**src/ldf_pkg.sv**
```systemverilog
`default_nettype none

package ldf_pkg;

  localparam int unsigned ByteW    = 8;
  localparam int unsigned LenW     = 16;
  localparam int unsigned RoleW    = 3;
  localparam int unsigned PaddrW   = 3;
  localparam int unsigned PdataW   = 32;

  localparam logic [ByteW-1:0] XorKey = 8'h31;
  localparam logic [ByteW-1:0] SumOk  = 8'h00;

  // register index taken from paddr[2] (word aligned)
  localparam logic RegDecodeEnable = 1'b0;

  typedef enum logic [2:0] {
    PH_HDR0 = 3'd0,
    PH_HDR1 = 3'd1,
    PH_LEN  = 3'd2,
    PH_EXTH = 3'd3,
    PH_EXTL = 3'd4,
    PH_PAY  = 3'd5,
    PH_CSUM = 3'd6
  } phase_e;

  typedef enum logic [RoleW-1:0] {
    ROLE_HDR  = 3'd0,
    ROLE_LEN  = 3'd1,
    ROLE_EXTH = 3'd2,
    ROLE_EXTL = 3'd3,
    ROLE_PAY  = 3'd4,
    ROLE_CSUM = 3'd5
  } role_e;

  typedef struct packed {
    logic [ByteW-1:0] out_byte;
    role_e            byte_role;
    logic             frame_end;
    logic             checksum_bad;
  } parse_res_t;

endpackage

`default_nettype wire

```
**src/ldf_if.sv**
```systemverilog
`default_nettype none

interface ldf_in_if;
  logic       valid;
  logic       ready;
  logic [7:0] rx_byte;

  modport source (output valid, output rx_byte, input ready);
  modport sink   (input valid, input rx_byte, output ready);
endinterface

interface ldf_out_if;
  logic       valid;
  logic       ready;
  logic [7:0] out_byte;
  logic [2:0] byte_role;
  logic       frame_end;
  logic       checksum_bad;

  modport source (output valid, output out_byte, output byte_role, output frame_end,
                  output checksum_bad, input ready);
  modport sink   (input valid, input out_byte, input byte_role, input frame_end,
                  input checksum_bad, output ready);
endinterface

`default_nettype wire

```
**src/ldf_apb_regs.sv**
```systemverilog
`default_nettype none

module ldf_apb_regs (
  input  wire logic                        clk_i,
  input  wire logic                        rst_ni,
  input  wire logic                        psel,
  input  wire logic                        penable,
  input  wire logic                        pwrite,
  input  wire logic [ldf_pkg::PaddrW-1:0]  paddr,
  input  wire logic [ldf_pkg::PdataW-1:0]  pwdata,
  output logic      [ldf_pkg::PdataW-1:0]  prdata,
  output logic                             pready,
  output logic                             decode_en_o
);

  logic decode_en_q;
  logic decode_en_d;
  logic wr_en;
  logic sel_decode;

  assign pready     = 1'b1;
  assign sel_decode = (paddr[ldf_pkg::PaddrW-1] == ldf_pkg::RegDecodeEnable);
  assign wr_en      = psel && penable && pwrite && pready;

  always_comb begin
    decode_en_d = decode_en_q;
    if (wr_en && sel_decode) begin
      decode_en_d = pwdata[0];
    end
  end

  always_ff @(posedge clk_i or negedge rst_ni) begin
    if (!rst_ni) begin
      decode_en_q <= 1'b0;
    end else begin
      decode_en_q <= decode_en_d;
    end
  end

  always_comb begin
    prdata = '0;
    if (sel_decode) begin
      prdata[0] = decode_en_q;
    end
  end

  assign decode_en_o = decode_en_q;

endmodule

`default_nettype wire

```
**src/ldf_parse_core.sv**
```systemverilog
`default_nettype none

module ldf_parse_core (
  input  wire logic                        clk_i,
  input  wire logic                        rst_ni,
  input  wire logic                        step_i,
  input  wire logic [ldf_pkg::ByteW-1:0]   raw_byte_i,
  input  wire logic                        decode_en_i,
  output ldf_pkg::parse_res_t              res_o
);

  ldf_pkg::phase_e               phase_q, phase_d;
  logic [ldf_pkg::LenW-1:0]      bytes_left_q, bytes_left_d;
  logic [ldf_pkg::ByteW-1:0]     sum_q, sum_d;
  logic [ldf_pkg::ByteW-1:0]     len_hi_q, len_hi_d;

  logic [ldf_pkg::ByteW-1:0]     dec_byte;
  logic [ldf_pkg::ByteW-1:0]     sum_add;
  logic [ldf_pkg::LenW-1:0]      left_dec;
  logic [ldf_pkg::LenW-1:0]      ext_len;

  assign dec_byte = decode_en_i ? (raw_byte_i ^ ldf_pkg::XorKey) : raw_byte_i;
  assign sum_add  = sum_q + dec_byte;
  assign left_dec = bytes_left_q - {{(ldf_pkg::LenW-1){1'b0}}, 1'b1};
  assign ext_len  = {len_hi_q, dec_byte};

  // next state
  always_comb begin
    phase_d      = phase_q;
    bytes_left_d = bytes_left_q;
    sum_d        = sum_q;
    len_hi_d     = len_hi_q;
    unique case (phase_q)
      ldf_pkg::PH_HDR1: begin
        sum_d   = '0;
        phase_d = ldf_pkg::PH_LEN;
      end
      ldf_pkg::PH_LEN: begin
        sum_d = dec_byte;
        if (dec_byte == '0) begin
          phase_d = ldf_pkg::PH_EXTH;
        end else begin
          bytes_left_d = {{(ldf_pkg::LenW-ldf_pkg::ByteW){1'b0}}, dec_byte};
          phase_d      = ldf_pkg::PH_PAY;
        end
      end
      ldf_pkg::PH_EXTH: begin
        sum_d    = sum_add;
        len_hi_d = dec_byte;
        phase_d  = ldf_pkg::PH_EXTL;
      end
      ldf_pkg::PH_EXTL: begin
        sum_d        = sum_add;
        bytes_left_d = ext_len;
        phase_d      = (ext_len == '0) ? ldf_pkg::PH_CSUM : ldf_pkg::PH_PAY;
      end
      ldf_pkg::PH_PAY: begin
        sum_d        = sum_add;
        bytes_left_d = left_dec;
        if (left_dec == '0) begin
          phase_d = ldf_pkg::PH_CSUM;
        end
      end
      ldf_pkg::PH_CSUM: begin
        sum_d        = '0;
        bytes_left_d = '0;
        phase_d      = ldf_pkg::PH_HDR0;
      end
      default: begin
        sum_d   = '0;
        phase_d = ldf_pkg::PH_HDR1;
      end
    endcase
  end

  // result fields
  always_comb begin
    res_o.out_byte     = dec_byte;
    res_o.frame_end    = 1'b0;
    res_o.checksum_bad = 1'b0;
    unique case (phase_q)
      ldf_pkg::PH_LEN:  res_o.byte_role = ldf_pkg::ROLE_LEN;
      ldf_pkg::PH_EXTH: res_o.byte_role = ldf_pkg::ROLE_EXTH;
      ldf_pkg::PH_EXTL: res_o.byte_role = ldf_pkg::ROLE_EXTL;
      ldf_pkg::PH_PAY:  res_o.byte_role = ldf_pkg::ROLE_PAY;
      ldf_pkg::PH_CSUM: begin
        res_o.byte_role    = ldf_pkg::ROLE_CSUM;
        res_o.frame_end    = 1'b1;
        res_o.checksum_bad = (sum_add != ldf_pkg::SumOk);
      end
      default:          res_o.byte_role = ldf_pkg::ROLE_HDR;
    endcase
  end

  always_ff @(posedge clk_i or negedge rst_ni) begin
    if (!rst_ni) begin
      phase_q      <= ldf_pkg::PH_HDR0;
      bytes_left_q <= '0;
      sum_q        <= '0;
      len_hi_q     <= '0;
    end else if (step_i) begin
      phase_q      <= phase_d;
      bytes_left_q <= bytes_left_d;
      sum_q        <= sum_d;
      len_hi_q     <= len_hi_d;
    end
  end

  // a payload phase always has bytes outstanding
  assert property (@(posedge clk_i) disable iff (!rst_ni)
    phase_q == ldf_pkg::PH_PAY |-> bytes_left_q != '0)
    else $error("payload phase with zero bytes left");

  // closing a frame clears the parse context
  assert property (@(posedge clk_i) disable iff (!rst_ni)
    step_i && phase_q == ldf_pkg::PH_CSUM
    |=> phase_q == ldf_pkg::PH_HDR0 && sum_q == '0 && bytes_left_q == '0)
    else $error("frame close did not reset parse context");

  assert property (@(posedge clk_i) disable iff (!rst_ni)
    step_i && phase_q == ldf_pkg::PH_HDR1 |=> phase_q == ldf_pkg::PH_LEN)
    else $error("second header byte not followed by length phase");

endmodule

`default_nettype wire

```
**src/length_framed_packet_deframer.sv**
```systemverilog
`default_nettype none

// channel   | dir | payload                                          | handshake
// in_ch_i   | in  | rx_byte[7:0]                                     | valid/ready
// out_ch_o  | out | out_byte[7:0] byte_role[2:0] frame_end checksum_bad | valid/ready
// apb       | in  | paddr[2:0] pwdata[31:0] / prdata[31:0]          | psel/penable
//
// one request per cycle sustained while out ready stays high; a request passes the input
// register, parse logic and result register before its result is offered.
// rst_ni clears the parse phase, byte count, running sum and decode_enable.
// a stalled result holds the result register; the input register takes one more request
// only if it is empty, and in ready then stays low until the parser can advance.

module length_framed_packet_deframer (
  input  wire logic                        clk_i,
  input  wire logic                        rst_ni,
  ldf_in_if.sink                           in_ch_i,
  ldf_out_if.source                        out_ch_o,
  input  wire logic                        psel,
  input  wire logic                        penable,
  input  wire logic                        pwrite,
  input  wire logic [ldf_pkg::PaddrW-1:0]  paddr,
  input  wire logic [ldf_pkg::PdataW-1:0]  pwdata,
  output logic      [ldf_pkg::PdataW-1:0]  prdata,
  output logic                             pready
);

  logic                      decode_en;
  logic                      in_valid_q;
  logic [ldf_pkg::ByteW-1:0] in_byte_q;
  logic                      out_valid_q;
  ldf_pkg::parse_res_t       res_q;
  ldf_pkg::parse_res_t       res;
  logic                      advance;
  logic                      in_ready;

  ldf_apb_regs u_regs (
    .clk_i       (clk_i),
    .rst_ni      (rst_ni),
    .psel        (psel),
    .penable     (penable),
    .pwrite      (pwrite),
    .paddr       (paddr),
    .pwdata      (pwdata),
    .prdata      (prdata),
    .pready      (pready),
    .decode_en_o (decode_en)
  );

  assign advance  = in_valid_q && (!out_valid_q || out_ch_o.ready);
  assign in_ready = !in_valid_q || advance;
  assign in_ch_i.ready = in_ready;

  ldf_parse_core u_core (
    .clk_i       (clk_i),
    .rst_ni      (rst_ni),
    .step_i      (advance),
    .raw_byte_i  (in_byte_q),
    .decode_en_i (decode_en),
    .res_o       (res)
  );

  always_ff @(posedge clk_i or negedge rst_ni) begin
    if (!rst_ni) begin
      in_valid_q <= 1'b0;
    end else if (in_ready) begin
      in_valid_q <= in_ch_i.valid;
    end
  end

  always_ff @(posedge clk_i) begin
    if (in_ready && in_ch_i.valid) begin
      in_byte_q <= in_ch_i.rx_byte;
    end
  end

  always_ff @(posedge clk_i or negedge rst_ni) begin
    if (!rst_ni) begin
      out_valid_q <= 1'b0;
    end else if (advance) begin
      out_valid_q <= 1'b1;
    end else if (out_ch_o.ready) begin
      out_valid_q <= 1'b0;
    end
  end

  always_ff @(posedge clk_i) begin
    if (advance) begin
      res_q <= res;
    end
  end

  assign out_ch_o.valid        = out_valid_q;
  assign out_ch_o.out_byte     = res_q.out_byte;
  assign out_ch_o.byte_role    = res_q.byte_role;
  assign out_ch_o.frame_end    = res_q.frame_end;
  assign out_ch_o.checksum_bad = res_q.checksum_bad;

  assert property (@(posedge clk_i) disable iff (!rst_ni)
    out_valid_q && res_q.frame_end |-> res_q.byte_role == ldf_pkg::ROLE_CSUM)
    else $error("frame end on a non-checksum byte");

  assert property (@(posedge clk_i) disable iff (!rst_ni)
    out_valid_q && res_q.checksum_bad |-> res_q.frame_end)
    else $error("checksum error flagged outside frame end");

  // a held result must keep the parser from advancing
  assert property (@(posedge clk_i) disable iff (!rst_ni)
    out_valid_q && !out_ch_o.ready |-> !advance)
    else $error("parser advanced over a stalled result");

endmodule

`default_nettype wire
```
**src/flat_wrapper.sv**
```systemverilog
// flat-port wrapper written by rule: the top's interface ports become plain ports
module length_framed_packet_deframer_flat 
  (clk_i, rst_ni, psel, penable, pwrite, paddr, pwdata, prdata, pready, in_ch_i_valid, in_ch_i_rx_byte, in_ch_i_ready, out_ch_o_valid, out_ch_o_out_byte, out_ch_o_byte_role, out_ch_o_frame_end, out_ch_o_checksum_bad, out_ch_o_ready);
  ldf_in_if in_ch_i_i ();
  ldf_out_if out_ch_o_i ();
  input  wire logic clk_i;
  input  wire logic rst_ni;
  input  wire logic psel;
  input  wire logic penable;
  input  wire logic pwrite;
  input  wire logic [ldf_pkg::PaddrW-1:0] paddr;
  input  wire logic [ldf_pkg::PdataW-1:0] pwdata;
  output logic      [ldf_pkg::PdataW-1:0] prdata;
  output logic pready;
  input wire logic [$bits(in_ch_i_i.valid)-1:0] in_ch_i_valid;
  input wire logic [$bits(in_ch_i_i.rx_byte)-1:0] in_ch_i_rx_byte;
  output wire logic [$bits(in_ch_i_i.ready)-1:0] in_ch_i_ready;
  output wire logic [$bits(out_ch_o_i.valid)-1:0] out_ch_o_valid;
  output wire logic [$bits(out_ch_o_i.out_byte)-1:0] out_ch_o_out_byte;
  output wire logic [$bits(out_ch_o_i.byte_role)-1:0] out_ch_o_byte_role;
  output wire logic [$bits(out_ch_o_i.frame_end)-1:0] out_ch_o_frame_end;
  output wire logic [$bits(out_ch_o_i.checksum_bad)-1:0] out_ch_o_checksum_bad;
  input wire logic [$bits(out_ch_o_i.ready)-1:0] out_ch_o_ready;
  assign in_ch_i_i.valid = in_ch_i_valid;
  assign in_ch_i_i.rx_byte = in_ch_i_rx_byte;
  assign in_ch_i_ready = in_ch_i_i.ready;
  assign out_ch_o_valid = out_ch_o_i.valid;
  assign out_ch_o_out_byte = out_ch_o_i.out_byte;
  assign out_ch_o_byte_role = out_ch_o_i.byte_role;
  assign out_ch_o_frame_end = out_ch_o_i.frame_end;
  assign out_ch_o_checksum_bad = out_ch_o_i.checksum_bad;
  assign out_ch_o_i.ready = out_ch_o_ready;
  length_framed_packet_deframer u_core (.clk_i(clk_i), .rst_ni(rst_ni), .in_ch_i(in_ch_i_i), .out_ch_o(out_ch_o_i), .psel(psel), .penable(penable), .pwrite(pwrite), .paddr(paddr), .pwdata(pwdata), .prdata(prdata), .pready(pready));
endmodule
```
**config.mk**
```make
export PLATFORM = sky130hd
export DESIGN_NAME = length_framed_packet_deframer_flat
export DESIGN_NICKNAME = d
export VERILOG_FILES = /design/src/ldf_pkg.sv /design/src/ldf_if.sv /design/src/ldf_apb_regs.sv /design/src/ldf_parse_core.sv /design/src/length_framed_packet_deframer.sv /design/src/flat_wrapper.sv
export SDC_FILE = /design/constraint.sdc
export NUM_CORES = 1
export LEC_CHECK = 0
export BUFFER_PORTS_ARGS = -buffer_cell sky130_fd_sc_hd__buf_4
export CORE_AREA = 2 2 82 84
export DETAILED_ROUTE_END_ITERATION = 10
export DIE_AREA = 0 0 84 86
export PLACE_DENSITY = 0.83
export RECOVER_POWER = 25
export SLEW_MARGIN = 20
export SYNTH_ARGS = -nofsm -noshare
export SYNTH_HDL_FRONTEND = slang
export SYNTH_HIERARCHICAL = 1
export SYNTH_SLANG_ARGS = --single-unit
```
**constraint.sdc**
```tcl
create_clock -name clk_i -period 8.2 [get_ports clk_i]
set_input_delay 0.41 -clock clk_i [delete_from_list [all_inputs] [get_ports clk_i]]
set_output_delay 0.41 -clock clk_i [all_outputs]
set_load 0.05 [all_outputs]
```
==> results.cfg <==
[run_status]
outcome = finished, violations left
failed_checks = capacitance limit, slew limit

[power_and_ir_drop]
total_power_mw = 1.30
vdd_ir_drop_max_v = 0.000173
pwr_density_cell_nw_per_um2 = 351
p_leak_nw = 1.55

[die]
core_um2 = 6280
io_pins = 98
die_height_um = 86
die_area_um2 = 7220
start_util = 0.544
die_w_um = 84
fp-row-count = 29

[setup_path]
cp_max_fo = 7
crit_required_ps = 8280
worstRegToRegCells = 9
critPathArrivalTime_ps = 3220
critPathLaunchType = flop
worstReg2RegEnd = u_core/out_ch_o.checksum_bad$_DFFE_PP_
critical_path_class = reg2reg
critPathCaptureType = flop
cp-endpoint = u_core/out_ch_o.checksum_bad$_DFFE_PP_
r2r-start = u_core/u_regs/decode_en_o$_DFFE_PN0P_
crit_path_start = u_core/u_regs/decode_en_o$_DFFE_PN0P_
reg2reg_slack_ps = 5060

[timing]
fmax_ghz = 0.319
layout_setup_ws_ps = 5060
finalMaxSlewViolations = 39
fin_tns_setup_ps = 0
setup-violations-final = 0
worst_slew_pin_slew_ps = 2070
maxSlewHeadroom = -0.377
hold_violations = 0
min_period_ps = 3140
clock_skew_ps = 10.5
fin_crit_sh = 0.383
rsz0062_at_grt = no

[yosys]
postSynthAreaPerCell_um2 = 9.93
syn_area_um2 = 3410
ys.flop_type = dfrtp_1
synthCells = 344
async_flop_share = 0.644
synth_cell_types = 52
synth_top_cell_by_area = dfrtp_1
synth.yosys.seq_area_share = 0.463
synth_area_leaders = dfrtp_1 (28%), edfxtp_1 (18%), buf_4 (8.6%)
ys_seq_elements = 59
synth_edf_count = 21
yosysWarningCount = 6
yosysTopAreaCellShare = 0.278
yosysMostFrequentCell = buf_4
yosys-top-cells-count = buf_4 (39), dfrtp_1 (38), nor2_1 (34), o21ai_0 (28), edfxtp_1 (21)

[final_layout]
final_cell_area_um2 = 3700
n_antenna_cell = 0
finalNetCount = 425
stdcell_count = 447
syn_to_final_growth_pct = 8.32
drive_gt1_frac = 0.149

[clock_network]
htreeDepth = 3
tritoncts = yes
cts.sinks = 59
cts_post_setup_buffers_inserted = 0
cts-root-buf = clkbuf_8
clk_latency_ps = 340
post_cts_resized = 0
clk_pin_slew_ps = 70
postCtsHoldBufs = 0
cts_buffer_depth = 2
cts_buffers = 9

[routing]
avgRoutedWirePerCell_um = 15.5
routed_wl_um = 6940
vias = 2606
drc = 0
firstDrtPassIters = 4
dr.first_iter.drc_count = 217
vias_per_cell = 5.83
ant_nets = 0

[placement]
routabilityCongestion = 0.964
place_area_um2 = 3520
post-dp-hpwl_um = 4760
post-place-cells = 431
port_buffers = 32
pre_cts_slack_ps = 5090

[min_path]
min_from = in_ch_i_rx_byte[3]
hold_path_class = in2reg

[grt]
grt_max_degree = 40
grt_pass1_wl_um = 11600
grt_pass1_vias = 2389
antenna_found_initial = 0
grtUsageTotal = 0.207
gr-total-overflow = 0

[job]
drv_cap = 1
[registers in the layout (all words and copies together) (netlist names)]
name and flops:
u_core/u_core/bytes_left_q 16, u_core/in_byte_q 8, u_core/out_ch_o.out_byte 8, u_core/u_core/len_hi_q 8, u_core/u_core/sum_q 8, u_core/out_ch_o.byte_role 3, u_core/u_core/phase_q 3, u_core/in_valid_q 1
u_core/out_ch_o.checksum_bad 1, u_core/out_ch_o.frame_end 1, u_core/out_ch_o.valid 1, u_core/u_regs/decode_en_o 1
[cell usage in the layout, fill, tap and decap left out, types with 7 or more instances in the layout]
cell,count
nand2_1,15
xor2_1,10
dfrtp_1,38
ha_1,9
mux2_2,7
xnor2_1,8
conb_1,32
o21ai_0,28
clkbuf_8,9
nor4_1,10
nor3_1,8
a21oi_1,19
edfxtp_1,21
nor2_1,34
a22oi_1,15
buf_4,24
clkbuf_4,8
[worst min-delay path by stage]
stage	slack, ps	end	cells after the start
after floorplan	110	u_core/in_valid_q$_DFFE_PN0P_	0
after global placement	410	u_core/u_core/bytes_left_q[3]$_DFFE_PN0P_	1
after detailed placement	410	u_core/u_core/bytes_left_q[3]$_DFFE_PN0P_	1
after CTS	40	u_core/u_core/phase_q[2]$_DFFE_PN0P_	1
after global routing	250	u_core/in_byte_q[0]$_DFFE_PP_	1
final	270	u_core/in_byte_q[3]$_DFFE_PP_	1
[metrics by stage]
step	hold slack [ps]	util
6_report	267	0.589
5_1_grt	255	0.589
4_1_cts	39.3	0.590
3_5_place_dp	407	0.561
3_3_place_gp	410	0.561
2_1_floorplan	114	-
[power by group]
group / leakage, nW / switching, mW / internal [mW]
Combinational: 0.787 / 0.333 / 0.213
Clock: 0.0894 / 0.105 / 0.138
Sequential: 0.676 / 0.110 / 0.399
Total: 1.55 / 0.547 / 0.750
[metal layers]
| metal | share of wire | global-route usage | wire length [um] |
|---|---|---|---|
| met4 | 0.029 | 0.120 | 202 |
| met5 | 0 | 0 | 0 |
| met1 | 0.43 | 0.269 | 3010 |
| met2 | 0.47 | 0.318 | 3290 |
| met3 | 0.064 | 0.0520 | 443 |
[worst max-delay path, stage by stage (launching register included)]
cell      delay (ps)
dfrtp_1          460
xor2_1           280
ha_1             280
fa_1             420
a211oi_1         300
nor2_1           100
xor2_1           160
or4_1            410
nor4_1           320
a21boi_0         130
[area by class of cell]
| type | instances | area, um2 |
|---|---|---|
| Clock buffer | 12 | 135 |
| Clock inverter | 4 | 42.5 |
| Sequential cell | 59 | 1580 |
| Inverter | 5 | 18.8 |
| Tap cell | 77 | 96.3 |
| Multi-Input combinational cell | 257 | 1580 |
| Timing Repair Buffer | 33 | 244 |
| Fill cell | 518 | 2580 |
[cell families after synthesis]
| logic type | Yosys count | share of synthesized area |
|---|---|---|
| AOI/OAI and AO/OA | 84 | 0.150 |
| xor gates and xnor gates | 18 | 0.0462 |
| adders and majority gates | 10 | 0.0388 |
| buffers and inverters | 58 | 0.107 |
| DFF | 59 | 0.463 |
| muxes | 9 | 0.0293 |
| other | 2 | 0.00220 |
| and+or+nand+nor | 104 | 0.164 |
No activity file was read; power rests on OpenSTA's default activity.
